## src/hdl/rsp_pkg.sv

```systemverilog
// shared types, constants and gf(2^8) helpers for the reed-solomon parity block
// no dependencies
package rsp_pkg;

    localparam int RSP_MAX_PARITY = 32;
    localparam int RSP_DEG_W      = $clog2(RSP_MAX_PARITY + 1);
    localparam int RSP_CFG_W      = 6;
    localparam int RSP_RESET_DEG  = 10;

    // low byte of the reduction polynomial 0x11d
    localparam logic [7:0] RSP_GF_POLY = 8'h1D;

    typedef logic [7:0] gf_t;
    typedef gf_t [RSP_MAX_PARITY-1:0] gf_vec_t;
    typedef logic [RSP_DEG_W-1:0] deg_t;

    // control from the top level into the division register
    typedef struct packed {
        logic beat;      // data beat accepted
        logic eom;       // beat closes the message
        logic clear;     // config write
    } rsp_lfsr_ctrl_t;

    function automatic gf_t rsp_gf_mul(gf_t a, gf_t b);
        gf_t z;
        z = '0;
        for (int i = 7; i >= 0; i--)
        begin
            z = {z[6:0], 1'b0} ^ (z[7] ? RSP_GF_POLY : 8'h00);
            z = z ^ (b[i] ? a : 8'h00);
        end
        return z;
    endfunction

    function automatic gf_t rsp_xtime(gf_t a);
        return {a[6:0], 1'b0} ^ (a[7] ? RSP_GF_POLY : 8'h00);
    endfunction

    function automatic deg_t rsp_clamp(logic [RSP_CFG_W-1:0] v);
        if (v == '0)
            return deg_t'(1);
        else if (int'(v) > RSP_MAX_PARITY)
            return deg_t'(RSP_MAX_PARITY);
        else
            return deg_t'(v);
    endfunction

    // starting polynomial for the build: monic term at index deg-1
    function automatic gf_vec_t rsp_seed(deg_t deg);
        gf_vec_t g;
        for (int j = 0; j < RSP_MAX_PARITY; j++)
        begin
            g[j] = (j == int'(deg) - 1) ? 8'h01 : 8'h00;
        end
        return g;
    endfunction

endpackage

```

## src/hdl/rsp_genpoly.sv

```systemverilog
// generator polynomial builder: one factor (x + 2^i) per cycle
// depends on rsp_pkg
module rsp_genpoly import rsp_pkg::*;
(
    input  logic    clk,
    input  logic    rst_n,
    input  logic    start,
    input  deg_t    deg,
    output gf_vec_t coeffs,
    output logic    busy
);

    gf_vec_t coeff_reg, coeff_next;
    gf_t     root_reg, root_next;
    deg_t    count_reg, count_next;

    always_comb
    begin
        coeff_next = coeff_reg;
        root_next  = root_reg;
        count_next = count_reg;
        if (start)
        begin
            coeff_next = rsp_seed(deg);
            root_next  = 8'h01;
            count_next = deg;
        end
        else if (count_reg != '0)
        begin
            for (int j = 0; j < RSP_MAX_PARITY - 1; j++)
            begin
                coeff_next[j] = rsp_gf_mul(coeff_reg[j], root_reg) ^ coeff_reg[j+1];
            end
            coeff_next[RSP_MAX_PARITY-1] = rsp_gf_mul(coeff_reg[RSP_MAX_PARITY-1], root_reg);
            root_next  = rsp_xtime(root_reg);
            count_next = count_reg - deg_t'(1);
        end
    end

    always_ff @(posedge clk or negedge rst_n)
    begin
        if (!rst_n)
        begin
            coeff_reg <= rsp_seed(deg_t'(RSP_RESET_DEG));
            root_reg  <= 8'h01;
            count_reg <= deg_t'(RSP_RESET_DEG);
        end
        else
        begin
            coeff_reg <= coeff_next;
            root_reg  <= root_next;
            count_reg <= count_next;
        end
    end

    assign coeffs = coeff_reg;
    assign busy   = (count_reg != '0);

endmodule

```

## config.mk

```make
export PLATFORM = sky130hd
export DESIGN_NAME = rsp_genpoly
export DESIGN_NICKNAME = d
export VERILOG_FILES = /design/src/hdl/rsp_pkg.sv /design/src/hdl/rsp_genpoly.sv
export SDC_FILE = /design/constraint.sdc
export NUM_CORES = 2
export LEC_CHECK = 0
export ABC_CLOCK_PERIOD_IN_PS = 3410
export BUFFER_PORTS_ARGS = -buffer_cell sky130_fd_sc_hd__buf_2
export CELL_PAD_IN_SITES_DETAIL_PLACEMENT = 1
export CELL_PAD_IN_SITES_GLOBAL_PLACEMENT = 1
export CORE_ASPECT_RATIO = 0.9
export CORE_MARGIN = 3
export CORE_UTILIZATION = 48
export DETAILED_ROUTE_END_ITERATION = 8
export PLACE_DENSITY = 0.8
export SKIP_LAST_GASP = 1
export SYNTH_ARGS = -nofsm -noshare
export SYNTH_HDL_FRONTEND = slang
export SYNTH_SLANG_ARGS = --single-unit
```

## constraint.sdc

```tcl
create_clock -name clk -period 3.41 [get_ports clk]
set_input_delay 0.5115 -clock clk [delete_from_list [all_inputs] [get_ports clk]]
set_output_delay 0.5115 -clock clk [all_outputs]
set_load 0.005 [all_outputs]
```

==> results.md <==
- Pwr Density: 580 nW/um^2
- CP Capture Type: flip-flop
- Synth top area cells: xnor2_1, nand2_1, dfrtp_1
- Syn Nets: 6,054
- Yosys top cell by area: xnor2_1
- Overflow after GRT: 0
- Switch share: 47.1%
- Synth Cell Area: 46,600 sq um
- Die Wd: 335 um
- Largest net degree at the start of global routing: 102
- Synth Flop Type: dfrtp_1
- Post-layout nets: 5,996
- Max cap viols: 0
- Final Skew: 22.9 ps
- Critical Path RT: 3840 ps
- Adder-cell share of the synthesized area: 0.0268%
- Post-synthesis compound-gate area fraction: 7.02%
- Combinational Power Share: 56.6%
- Initial antenna violation count: 7
- Post-Route WL: 170,000 um
- Number of global-route vias before repair: 44.4k
- GPL Wtd Cong: 0.856
- Post-Synth XOR/XNOR Area: 49.4%
- CTS Sinks: 270
- Clock-pin slew on the worst setup and hold paths: 60 ps
- Die area: 101,000 sq um
- YS warnings: 0
- Flop pwr share: 27.9%
- WHS: 208 ps
- Max Clk Rate: 310 MHz
- Simple-Gate Fraction of Synth Area: 20.4%
- RSZ-0062 raised after global routing: false
- Cell count after synthesis: 6,044
- Core box area: 95,500 sq um
- Synth cell types: 62
- Initial Util: 48.9%
- Crit start category: flip-flop
- Cell Rows: 107
- Clock share of power: 15.5%
- Largest family of logic cells by synthesized area: XOR/XNOR gates
- Io pins: 266
- Syn-to-layout area delta: 8.50%
- Maximum vdd ir drop: 0.000305 V
- Final Cycle Share: 94.7%
- Post-route ant nets: 0
- Synthesized area per cell: 7.72 sq um
- Post-synth EDFFs: 0
- Register area share after synthesis: 14.5%
- WP data arrival: 3660 ps
- Mux share of post-synthesis cell area: 2.78%
- Worst slew pin tran: 1070 ps
- Crit path kind: reg2reg
- DR WL/cell: 23.3 um
- Final min period: 3230 ps
- Die height: 302 um
- Via count: 42.1k
- DRC: 0
- Status: complete, no violations
- Setup TNS: 0 ps
- Internal: 15.5 mW
- First-pass GRT wire length: 265,000 um
- Flop and latch count out of synthesis: 270
- Post-synth top area share: 24.9%
- Initial DRC Count: 3,017
- Slew HR: 28.6%
- Min-delay worst type: in2reg
- IO Port Bufs: 265
- CTS tree: built
- CTS H-tree depth: 2
- CTS Root Buffer Type: clkbuf_16
- Drt first pass iters: 5
- Setup Viol. Count Final: 0
- Clock buffer depth: 3
- Vias per inst: 5.78
- Hpwl dp: 112,000 um
- Fin util: 53.0%
- Post-synth ARST share: 100%
- CP max FO: 24
- P_sw: 13.8 mW
- Fin. Hold Viols: 0
- Layout fillers: 11.8k
- Total CTS buffers: 41
- Fin. max-slew vios: 0
- Worst skew pair latency: 590 ps
- Max reg flops: 256
- Total track usage: 33.2%
- Leakage: 19.8 nW
- Layout cells sized above 1: 11.9%
[power groups by stage]
stage | combinational (mW) | sequential, mW | clock (mW)
4_1_cts | 16.6 | 8.12 | 4.59
3_5_place_dp | 16.5 | 8.17 | 0
5_1_grt | 18.0 | 8.45 | 4.73
6_report | 16.6 | 8.19 | 4.55
2_1_floorplan | 14.2 | 5.07 | 0
3_3_place_gp | 15.9 | 8.09 | 0
[kinds of logic after synthesis]
kind of cell             count (synthesis)
buffers and inverters                  610
multiplexers                           121
AO/OA/AOI/OAI                          509
XOR/XNOR                              2162
adder cells (fa/ha/maj)                  1
AND/OR/NAND/NOR                       2371
flip-flops                             270
[worst paths after layout]
| kind | from | to | slack, ps | depth (start not counted) |
|---|---|---|---|---|
| min | start | count_reg[1] | 210 | 2 |
| max in group asynchronous | rst_n | root_reg[3] | 1940 | 3 |
| max | root_reg[2] | coeffs[128] | 180 | 9 |
| min in group asynchronous | rst_n | coeffs[69] | 530 | 2 |
| min reg2reg | coeffs[172] | coeffs[172] | 560 | 2 |
| max reg2reg | root_reg[2] | coeffs[128] | 180 | 9 |
[worst max-delay path, stage by stage, from the launching register on]
cell	delay [ps]
dfrtp_4	800
buf_4	260
xor2_2	270
buf_4	280
nand2_1	100
xnor2_1	280
xnor3_1	430
xnor2_2	340
xnor2_1	170
o221ai_1	130
[stage by stage]
step	std cells	setup slack, ps	cell area, sq um	power, mW
after floorplan	6044	836	46600	19.3
after global placement	7195	365	49200	24.0
after detailed placement	7195	227	49200	24.6
after CTS	7271	207	50600	29.3
after global routing	7272	105	50600	31.2
final	7275	180	50600	29.3
[area by class of cell]
cell class,count,area [sq um],share of cell area (%)
sequential,270,6790,13.4
clock buffer,59,1180,2.34
clock inverter,16,188,0.371
tap,1253,1570,3.10
timing repair buffer,498,3660,7.23
multi-input combinational,5164,37200,73.4
antenna,4,10.0,0.0198
inverter,11,48.8,0.0964
[synth_stat cells, types with 3 or more instances]
library cell  count
mux2i_1          60
a22o_1            9
nor2b_1          47
buf_2           155
a21o_1           16
a21oi_1         137
clkbuf_1        250
nor3b_1          16
nand2_1        2007
inv_1            10
or3_1             6
dfrtp_1         266
xnor3_1         256
nand4_1           5
and3_1            3
a221oi_2          3
o221ai_1          6
xor3_1            4
o21ai_1          24
buf_6            19
nand3b_1         24
o21ai_0          98
a31oi_1           6
and3b_1          15
a211o_1           3
xnor2_2          57
xnor2_1        1325
o22a_1           12
a22oi_1          80
buf_4            34
dfstp_2           4
o31a_1            3
nor2_1          141
and2_0            5
a211oi_1         74
buf_1           141
xor2_2            6
a221oi_1         14
nor3_1            8
nand3_1          21
xor2_1          512
mux2_2           59
o32ai_1           8
nand2b_1         52
and2_1           16
[routing by layer]
layer / track usage [%] / wire length (um) / share of wire [%] / vias to the layer above
li1: - / - / - / 18800
met3: 4.70 / 11500 / 6.8 / 298
met4: 10.5 / 5140 / 3.0 / 6
met2: 56.1 / 80900 / 48 / 1442
met1: 43.8 / 72300 / 43 / 21500
met5: 0 / 37 / 0.022 / -
[layout by cell type (no fill, tap or decap), types with 46 or more instances in the layout]
master	count
nand2_1	2006
xnor2_1	1325
xor2_1	512
buf_2	263
dfrtp_1	259
xnor3_1	256
buf_4	187
nor2_1	140
a21oi_1	137
o21ai_0	98
a22oi_1	80
a211oi_1	74
mux2i_1	60
mux2_2	59
xnor2_2	57
nand2b_1	52
nor2b_1	46
[repair_timing]
item                                    in CTS  in global routing
setup buffers                                0                  0
endpoints found under the setup margin       0                  0
hold buffers                                 1                  0
gates resized for setup                      0                  0
endpoints found under the hold margin       20                  0
(Power assumes the default switching activity.)
