--- config.mk ---
export PLATFORM = sky130hd
export DESIGN_NAME = rsp_outbuf
export DESIGN_NICKNAME = d
export VERILOG_FILES = /design/src/hdl/rsp_pkg.sv /design/src/hdl/rsp_outbuf.sv
export SDC_FILE = /design/constraint.sdc
export NUM_CORES = 1
export LEC_CHECK = 0
export BUFFER_PORTS_ARGS = -buffer_cell sky130_fd_sc_hd__clkbuf_2
export CAP_MARGIN = 30
export CORE_MARGIN = 4
export CORE_UTILIZATION = 53
export DETAILED_ROUTE_END_ITERATION = 7
export PLACE_DENSITY = 0.79
export SYNTH_ARGS = -nofsm -noshare
export SYNTH_HDL_FRONTEND = slang
export SYNTH_SLANG_ARGS = --single-unit
--- constraint.sdc ---
create_clock -name clk -period 8.2 [get_ports clk]
set_input_delay 2.05 -clock clk [delete_from_list [all_inputs] [get_ports clk]]
set_output_delay 2.05 -clock clk [all_outputs]
set_load 0.01 [all_outputs]
--- src/hdl/rsp_pkg.sv ---
// shared types, constants and gf(2^8) helpers for the reed-solomon parity block
// no dependencies
package rsp_pkg;

    localparam int RSP_MAX_PARITY = 32;
    localparam int RSP_DEG_W      = $clog2(RSP_MAX_PARITY + 1);
    localparam int RSP_CFG_W      = 6;
    localparam int RSP_RESET_DEG  = 10;

    // low byte of the reduction polynomial 0x11d
    localparam logic [7:0] RSP_GF_POLY = 8'h1D;

    typedef logic [7:0] gf_t;
    typedef gf_t [RSP_MAX_PARITY-1:0] gf_vec_t;
    typedef logic [RSP_DEG_W-1:0] deg_t;

    // control from the top level into the division register
    typedef struct packed {
        logic beat;      // data beat accepted
        logic eom;       // beat closes the message
        logic clear;     // config write
    } rsp_lfsr_ctrl_t;

    function automatic gf_t rsp_gf_mul(gf_t a, gf_t b);
        gf_t z;
        z = '0;
        for (int i = 7; i >= 0; i--)
        begin
            z = {z[6:0], 1'b0} ^ (z[7] ? RSP_GF_POLY : 8'h00);
            z = z ^ (b[i] ? a : 8'h00);
        end
        return z;
    endfunction

    function automatic gf_t rsp_xtime(gf_t a);
        return {a[6:0], 1'b0} ^ (a[7] ? RSP_GF_POLY : 8'h00);
    endfunction

    function automatic deg_t rsp_clamp(logic [RSP_CFG_W-1:0] v);
        if (v == '0)
            return deg_t'(1);
        else if (int'(v) > RSP_MAX_PARITY)
            return deg_t'(RSP_MAX_PARITY);
        else
            return deg_t'(v);
    endfunction

    // starting polynomial for the build: monic term at index deg-1
    function automatic gf_vec_t rsp_seed(deg_t deg);
        gf_vec_t g;
        for (int j = 0; j < RSP_MAX_PARITY; j++)
        begin
            g[j] = (j == int'(deg) - 1) ? 8'h01 : 8'h00;
        end
        return g;
    endfunction

endpackage

--- src/hdl/rsp_outbuf.sv ---
// parity output shift register, one beat per parity byte
// depends on rsp_pkg
module rsp_outbuf import rsp_pkg::*;
(
    input  logic    clk,
    input  logic    rst_n,
    input  logic    load,
    input  gf_vec_t load_bytes,
    input  deg_t    deg,
    input  logic    parity_ready,
    output logic    parity_valid,
    output gf_t     parity_byte,
    output logic    last_parity,
    output logic    free
);

    gf_vec_t buf_reg, buf_next;
    deg_t    cnt_reg, cnt_next;
    logic    out_beat;

    assign out_beat = parity_valid && parity_ready;

    always_comb
    begin
        buf_next = buf_reg;
        cnt_next = cnt_reg;
        if (load)
        begin
            buf_next = load_bytes;
            cnt_next = deg;
        end
        else if (out_beat)
        begin
            for (int j = 0; j < RSP_MAX_PARITY - 1; j++)
            begin
                buf_next[j] = buf_reg[j+1];
            end
            buf_next[RSP_MAX_PARITY-1] = 8'h00;
            cnt_next = cnt_reg - deg_t'(1);
        end
    end

    always_ff @(posedge clk or negedge rst_n)
    begin
        if (!rst_n)
            cnt_reg <= '0;
        else
            cnt_reg <= cnt_next;
    end

    always_ff @(posedge clk)
    begin
        buf_reg <= buf_next;
    end

    assign parity_valid = (cnt_reg != '0);
    assign parity_byte  = buf_reg[0];
    assign last_parity  = (cnt_reg == deg_t'(1));
    assign free         = (cnt_reg == '0) || ((cnt_reg == deg_t'(1)) && parity_ready);

endmodule

==> results of run 1 <==
==> layout make-up <==
| class | instances | area [sq um] | share of cell area |
|---|---|---|---|
| flip-flops and latches | 262 | 7840 | 0.578 |
| multi-input cells | 297 | 3130 | 0.230 |
| repair buffers | 280 | 1450 | 0.107 |
| clock buffers | 32 | 694 | 0.0512 |
| well taps | 270 | 338 | 0.0249 |
| clock inverters | 12 | 104 | 0.00765 |
| inverters | 6 | 22.5 | 0.00166 |
| diodes | 1 | 2.50 | 0.000184 |
==> worst max path at each step <==
stage,startpoint,end,slack [ns],cells after the start
after detailed placement,parity_ready,free,3.58,4
after global placement,parity_ready,free,3.60,4
final,parity_ready,free,3.57,4
after CTS,parity_ready,free,3.58,4
after global routing,parity_ready,free,3.51,4
after floorplan,load,buf_reg[100],2.15,3
==> synthesized netlist by cell type <==
library cell               instances
sky130_fd_sc_hd__edfxtp_1        256
sky130_fd_sc_hd__mux2_2          248
sky130_fd_sc_hd__buf_2            25
sky130_fd_sc_hd__and2_1            9
sky130_fd_sc_hd__buf_4             8
sky130_fd_sc_hd__clkbuf_1          7
sky130_fd_sc_hd__dfrtp_1           6
sky130_fd_sc_hd__inv_1             6
sky130_fd_sc_hd__nand2_1           6
sky130_fd_sc_hd__nor2_1            4
sky130_fd_sc_hd__a21oi_1           3
sky130_fd_sc_hd__o21ai_0           3
sky130_fd_sc_hd__and3b_1           2
sky130_fd_sc_hd__ha_1              2
sky130_fd_sc_hd__nor3b_1           2
sky130_fd_sc_hd__nor4_1            2
sky130_fd_sc_hd__o211ai_1          2
sky130_fd_sc_hd__o31ai_1           2
sky130_fd_sc_hd__a211o_1           1
sky130_fd_sc_hd__a21boi_0          1
sky130_fd_sc_hd__a21o_1            1
sky130_fd_sc_hd__a22oi_1           1
sky130_fd_sc_hd__a31o_2            1
sky130_fd_sc_hd__a32oi_1           1
sky130_fd_sc_hd__and4bb_2          1
sky130_fd_sc_hd__mux2i_1           1
sky130_fd_sc_hd__nand3_1           1
sky130_fd_sc_hd__nor2b_1           1
sky130_fd_sc_hd__or4_1             1
sky130_fd_sc_hd__or4_4             1
==> routing by layer <==
metal | global-route usage | routed length [um] | up-vias
li1 | - | - | 2892
met1 | 0.230 | 8560 | 2933
met2 | 0.306 | 10800 | 219
met3 | 0.0605 | 1990 | 30
met4 | 0.0420 | 475 | 0
met5 | 0 | 0 | -
==> per-stage QoR <==
stage	instance area, sq um	utilization	hold WS, ns	worst slack [ns]
after floorplan	11200	-	0.525	2.15
after global placement	12800	0.623	0.526	3.60
after detailed placement	12800	0.623	0.532	3.58
after CTS	13600	0.662	0.547	3.58
after global routing	13600	0.662	0.551	3.51
final	13600	0.662	0.541	3.57
==> power breakdown <==
part	total [uW]	internal, uW	switching, uW
Combinational	293	171	122
Sequential	1700	1660	41.4
Clock	1130	658	475
==> critical path, cell delays in order <==
cell	delay, ns
sky130_fd_sc_hd__clkbuf_2	0.19
sky130_fd_sc_hd__a21oi_1	0.09
sky130_fd_sc_hd__nor2_1	0.10
sky130_fd_sc_hd__clkbuf_2	0.14
==> cell families (layout without fill, tap and decap cells) <==
family | after synthesis | in the layout | synth area share
buf+inv | 46 | 330 | 0.0209
other cells | 0 | 1 | 0
flops | 262 | 262 | 0.700
simple gates | 30 | 30 | 0.0162
mux | 249 | 249 | 0.250
fa+ha+maj | 2 | 2 | 0.00224
compound gates | 16 | 16 | 0.00973
==> impl_metrics.prom, run 1 <==
# TYPE chip_impl_metric gauge
chip_impl_metric{name="timing.critical_path.fanout_max",unit=""} 10
chip_impl_info{name="clock_tree.root_cell",value="sky130_fd_sc_hd__clkbuf_16"} 1
chip_impl_metric{name="placement_rows",unit=""} 52
chip_impl_metric{name="vias_in_the_first_global_route",unit=""} 6480
chip_impl_metric{name="area_delta_synth_final",unit="%"} 21.3
chip_impl_metric{name="wire_length_of_the_first_global_routing_pass",unit="um"} 34300
chip_impl_info{name="crit-reg2reg-launch",value="cnt_reg[0]"} 1
chip_impl_info{name="critical_path.reg2reg.endpoint",value="buf_reg[141]"} 1
chip_impl_metric{name="fp.dieH",unit="um"} 153
chip_impl_metric{name="period_minus_slack",unit="ns"} 4.63
chip_impl_metric{name="worst-slew-pin-transition",unit="ns"} 0.872
chip_impl_metric{name="wire_per_inst",unit="um"} 18.8
chip_impl_metric{name="sequential_share_of_the_synthesized_area",unit=""} 0.700
chip_impl_metric{name="synth.cell_area",unit="sq um"} 11200
chip_impl_metric{name="pwr_density_cell",unit="nW/um^2"} 230
chip_impl_metric{name="clock_tree.buffer_depth",unit=""} 3
chip_impl_info{name="outcome",value="finished clean"} 1
chip_impl_metric{name="maxClockFrequency",unit="MHz"} 216
chip_impl_metric{name="place.detailed.hpwl",unit="um"} 14800
chip_impl_metric{name="reg2regPathDepth",unit=""} 5
chip_impl_metric{name="nFillCells",unit=""} 1444
chip_impl_metric{name="post-route-drc-count",unit=""} 0
chip_impl_metric{name="whs_path_depth",unit=""} 1
chip_impl_metric{name="route.final.wire_length",unit="um"} 21800
chip_impl_metric{name="synth.yosys.warnings",unit=""} 0
chip_impl_metric{name="final_hold_violating_endpoints",unit=""} 0
chip_impl_info{name="whs_endpoint",value="buf_reg[211]"} 1
chip_impl_metric{name="clock_tree.htree_level_count",unit=""} 1
chip_impl_metric{name="cts_inserted_buffers",unit=""} 27
chip_impl_info{name="final_common_cell",value="sky130_fd_sc_hd__clkbuf_2"} 1
chip_impl_metric{name="clk_pin_slew",unit="ns"} 0.06
chip_impl_metric{name="vdd_drop_max",unit="V"} 0.000164
chip_impl_metric{name="nets",unit=""} 1142
chip_impl_metric{name="count_of_nets_left_with_antenna_violations_after_detail_routing",unit=""} 0
chip_impl_metric{name="clkLatencyLatePin",unit="ns"} 0.52
chip_impl_info{name="endpoint_kind",value="output pin"} 1
chip_impl_metric{name="cts.hold.buffers_added",unit=""} 0
chip_impl_metric{name="power_total",unit="uW"} 3120
chip_impl_metric{name="post-cts-setup-buffer-count",unit=""} 0
chip_impl_metric{name="finClkSkew",unit="ns"} 0.0135
chip_impl_info{name="post_synth_main_area_contributors",value="sky130_fd_sc_hd__edfxtp_1 69%, sky130_fd_sc_hd__mux2_2 25%, sky130_fd_sc_hd__dfrtp_1 1.3%, sky130_fd_sc_hd__buf_2 1.1%, sky130_fd_sc_hd__buf_4 0.54%"} 1
chip_impl_metric{name="timing.max_cap.violations",unit=""} 0
chip_impl_metric{name="num_vias",unit=""} 6074
chip_impl_info{name="hold_start",value="buf_reg[219]"} 1
chip_impl_metric{name="die_area",unit="sq um"} 23500
chip_impl_metric{name="power.leakage",unit="uW"} 0.00538
chip_impl_metric{name="synth_nets",unit=""} 873
chip_impl_info{name="rsz0062_at_grt",value="false"} 1
chip_impl_metric{name="drt_pre_antenna_iters",unit=""} 4
chip_impl_info{name="cts_tree",value="yes"} 1
chip_impl_metric{name="place.gp.congestion",unit=""} 0.738
chip_impl_info{name="timing_worst_setup_path_type",value="primary input to output pin"} 1
chip_impl_metric{name="layout.cells.non_filler",unit=""} 1160
chip_impl_metric{name="setup_viol_count_final",unit=""} 0
chip_impl_metric{name="post-synth-top-area-fraction",unit=""} 0.687
chip_impl_metric{name="netlist_instances",unit=""} 605
chip_impl_metric{name="pin_count_of_the_biggest_net_entering_global_routing",unit=""} 156
chip_impl_metric{name="numClockSinks",unit=""} 262
chip_impl_metric{name="placeableCoreArea",unit="sq um"} 20500
chip_impl_metric{name="antenna_found_initial",unit=""} 1
chip_impl_metric{name="yosysUniqueCellTypes",unit=""} 30
chip_impl_metric{name="arrival",unit="ns"} 2.58
chip_impl_metric{name="synth_seq_cells",unit=""} 262
chip_impl_metric{name="grt_usage",unit=""} 0.182
chip_impl_metric{name="cts-resized-gates",unit=""} 0
chip_impl_info{name="synth_top_area_cell",value="sky130_fd_sc_hd__edfxtp_1"} 1
chip_impl_metric{name="slew_violations",unit=""} 0
chip_impl_metric{name="routed_vias_inst",unit=""} 5.24
chip_impl_info{name="start_kind",value="primary input"} 1
chip_impl_metric{name="dp_cells",unit=""} 1115
chip_impl_metric{name="detail_route.iter0.violations",unit=""} 431
chip_impl_metric{name="ios",unit=""} 277
chip_impl_metric{name="largest_register_ffs",unit=""} 248
chip_impl_info{name="worstHoldPathType",value="register to register"} 1
chip_impl_metric{name="syn-mean-instance-area",unit="sq um"} 18.5
chip_impl_metric{name="place.port_buffers",unit=""} 276
chip_impl_metric{name="layout-drive-gt1-share",unit=""} 0.637
chip_impl_metric{name="globalRouteOverflowTotal",unit=""} 0
chip_impl_metric{name="max_slew_margin",unit=""} 0.419
chip_impl_metric{name="finalSetupTns",unit="ns"} 0
chip_impl_metric{name="start_util",unit=""} 0.546
chip_impl_metric{name="timing.critical_path.required",unit="ns"} 6.15
chip_impl_metric{name="dieWidth",unit="um"} 153
chip_impl_metric{name="reg2reg_slack",unit="ns"} 5.57
chip_impl_metric{name="final_cycle_share",unit=""} 0.564
chip_impl_info{name="most-common-layout-cells",value="275 x sky130_fd_sc_hd__clkbuf_2, 256 x sky130_fd_sc_hd__edfxtp_1, 248 x sky130_fd_sc_hd__mux2_2"} 1
(Power assumes the default switching activity.)
==> run 2, diff against run 1 <==
==> constraint.sdc (replaced) <==
create_clock -name clk -period 4.7 [get_ports clk]
set_input_delay 1.175 -clock clk [delete_from_list [all_inputs] [get_ports clk]]
set_output_delay 1.175 -clock clk [all_outputs]
set_load 0.01 [all_outputs]
==> impl_metrics.prom, run 2 (synthesis results as in run 1) <==
# TYPE chip_impl_metric gauge
chip_impl_metric{name="wire_per_inst",unit="um"} 18.9
chip_impl_metric{name="reg2regPathDepth",unit=""} 4
chip_impl_metric{name="routed_vias_inst",unit=""} 5.23
chip_impl_metric{name="count_of_nets_left_with_antenna_violations_after_detail_routing",unit=""} 0
chip_impl_metric{name="cts_inserted_buffers",unit=""} 28
chip_impl_info{name="cpLargestDelayFamily",value="simple AND/OR/NAND/NOR gates"} 1
chip_impl_metric{name="drt_pre_antenna_iters",unit=""} 4
chip_impl_metric{name="largest_register_ffs",unit=""} 248
chip_impl_metric{name="wire_length_of_the_first_global_routing_pass",unit="um"} 34000
chip_impl_metric{name="num_vias",unit=""} 6094
chip_impl_metric{name="global_route.usage.met3",unit=""} 0.0639
chip_impl_metric{name="pin_count_of_the_biggest_net_entering_global_routing",unit=""} 163
chip_impl_metric{name="area_delta_synth_final",unit="%"} 21.8
chip_impl_metric{name="post-cts-setup-buffer-count",unit=""} 0
chip_impl_info{name="slowest_stage",value="sky130_fd_sc_hd__nor4_1"} 1
chip_impl_info{name="cts_tree",value="yes"} 1
chip_impl_metric{name="groute.layer.met1.usage",unit=""} 0.223
chip_impl_metric{name="power_total",unit="uW"} 5460
chip_impl_metric{name="power.leakage",unit="uW"} 0.00541
chip_impl_metric{name="met2_usage",unit=""} 0.308
chip_impl_metric{name="pwr_density_cell",unit="nW/um^2"} 401
chip_impl_metric{name="placement_rows",unit=""} 52
chip_impl_metric{name="final_hold_violating_endpoints",unit=""} 0
chip_impl_metric{name="route.final.wire_length",unit="um"} 22000
chip_impl_info{name="cp_cell_sequence",value="nor4_1, nand2_1, clkbuf_2"} 1
chip_impl_metric{name="timing.max_cap.violations",unit=""} 0
chip_impl_metric{name="fp.dieH",unit="um"} 153
chip_impl_metric{name="placeableCoreArea",unit="sq um"} 20500
chip_impl_metric{name="vias_in_the_first_global_route",unit=""} 6500
chip_impl_metric{name="grt_usage",unit=""} 0.181
chip_impl_metric{name="layout.cells.non_filler",unit=""} 1165
chip_impl_metric{name="finClkSkew",unit="ns"} 0.0125
chip_impl_metric{name="dp_cells",unit=""} 1116
chip_impl_info{name="crit-reg2reg-launch",value="cnt_reg[2]"} 1
chip_impl_info{name="timing_worst_setup_path_type",value="register to output pin"} 1
chip_impl_metric{name="cts-resized-gates",unit=""} 0
chip_impl_metric{name="slew_violations",unit=""} 0
chip_impl_metric{name="nets",unit=""} 1144
chip_impl_metric{name="place.detailed.hpwl",unit="um"} 15200
chip_impl_info{name="grt_most_used_layer",value="met2"} 1
chip_impl_metric{name="cp_slowest_stage_delay",unit="ns"} 0.62
chip_impl_metric{name="ios",unit=""} 277
chip_impl_info{name="rsz0062_at_grt",value="false"} 1
chip_impl_metric{name="arrival",unit="ns"} 1.96
chip_impl_info{name="start_kind",value="register"} 1
chip_impl_info{name="outcome",value="finished clean"} 1
chip_impl_metric{name="start_util",unit=""} 0.546
chip_impl_metric{name="clock_tree.buffer_depth",unit=""} 3
chip_impl_metric{name="finalSetupTns",unit="ns"} 0
chip_impl_metric{name="final_cycle_share",unit=""} 0.668
chip_impl_metric{name="antenna_found_initial",unit=""} 4
chip_impl_metric{name="place.port_buffers",unit=""} 276
chip_impl_metric{name="max_slew_margin",unit=""} 0.384
chip_impl_metric{name="vdd_drop_max",unit="V"} 0.000296
chip_impl_metric{name="timing.critical_path.fanout_max",unit=""} 7
chip_impl_info{name="final_common_cell",value="sky130_fd_sc_hd__clkbuf_2"} 1
chip_impl_info{name="clock_tree.root_cell",value="sky130_fd_sc_hd__clkbuf_16"} 1
chip_impl_metric{name="period_minus_slack",unit="ns"} 3.14
chip_impl_metric{name="layout-drive-gt1-share",unit=""} 0.634
chip_impl_metric{name="worst-slew-pin-transition",unit="ns"} 0.924
chip_impl_metric{name="die_area",unit="sq um"} 23500
chip_impl_metric{name="maxClockFrequency",unit="MHz"} 318
chip_impl_info{name="critical_path.reg2reg.endpoint",value="buf_reg[188]"} 1
chip_impl_info{name="worstHoldPathType",value="primary input to async pin"} 1
chip_impl_metric{name="crit_buf_inv",unit=""} 1
chip_impl_metric{name="clkLatencyLatePin",unit="ns"} 0.53
chip_impl_info{name="endpoint_kind",value="output pin"} 1
chip_impl_metric{name="place.gp.congestion",unit=""} 0.746
chip_impl_metric{name="reg2reg_slack",unit="ns"} 2.35
chip_impl_metric{name="numClockSinks",unit=""} 262
chip_impl_metric{name="clk_pin_slew",unit="ns"} 0.06
chip_impl_metric{name="post-route-drc-count",unit=""} 0
chip_impl_metric{name="cts.hold.buffers_added",unit=""} 0
chip_impl_metric{name="antenna_cells_inserted",unit=""} 0
chip_impl_info{name="most-common-layout-cells",value="275 x sky130_fd_sc_hd__clkbuf_2, 256 x sky130_fd_sc_hd__edfxtp_1, 248 x sky130_fd_sc_hd__mux2_2"} 1
chip_impl_metric{name="timing.critical_path.required",unit="ns"} 3.52
chip_impl_metric{name="setup_viol_count_final",unit=""} 0
chip_impl_metric{name="dieWidth",unit="um"} 153
chip_impl_metric{name="globalRouteOverflowTotal",unit=""} 0
chip_impl_metric{name="clock_tree.htree_level_count",unit=""} 1
chip_impl_metric{name="detail_route.iter0.violations",unit=""} 373
chip_impl_metric{name="nFillCells",unit=""} 1410
==> run 2: through the flow <==
step	worst slack (ns)	instance area [sq um]	hold slack, ns	utilization
2_1_floorplan	0.906	11200	0.525	-
3_3_place_gp	1.85	12800	0.526	0.625
3_5_place_dp	1.86	12800	0.533	0.625
4_1_cts	1.57	13600	0.452	0.665
5_1_grt	1.39	13600	0.474	0.665
6_report	1.56	13600	0.481	0.665
==> run 2: area by class of cell <==
class / count / area, sq um / share of cell area
Tap cell: 270 / 338 / 0.0248
Multi-Input combinational cell: 297 / 3130 / 0.229
Clock buffer: 36 / 731 / 0.0536
Timing Repair Buffer: 281 / 1480 / 0.109
Clock inverter: 13 / 92.6 / 0.00680
Sequential cell: 262 / 7840 / 0.575
Inverter: 6 / 22.5 / 0.00165
==> run 2: metal layers <==
layer  up-vias  routed length [um]
met4         8                 454
li1       2901                   -
met5         -                  41
met2       227               10900
met1      2918                8590
met3        40                2020
==> run 2: worst max path at each step <==
stage                 startpoint      endpoint  cells after the start
finish                cnt_reg[2]  parity_valid                      3
CTS                   cnt_reg[2]  parity_valid                      3
detailed placement  parity_ready          free                      4
floorplan                   load  buf_reg[100]                      3
global route          cnt_reg[2]  parity_valid                      3
global placement    parity_ready          free                      4
==> run 2: power by group <==
part / total (uW) / switching [uW] / internal (uW)
sequential: 2960 / 75.2 / 2890
clock: 1980 / 837 / 1140
combinational: 516 / 214 / 302
total: 5460 / 1130 / 4330
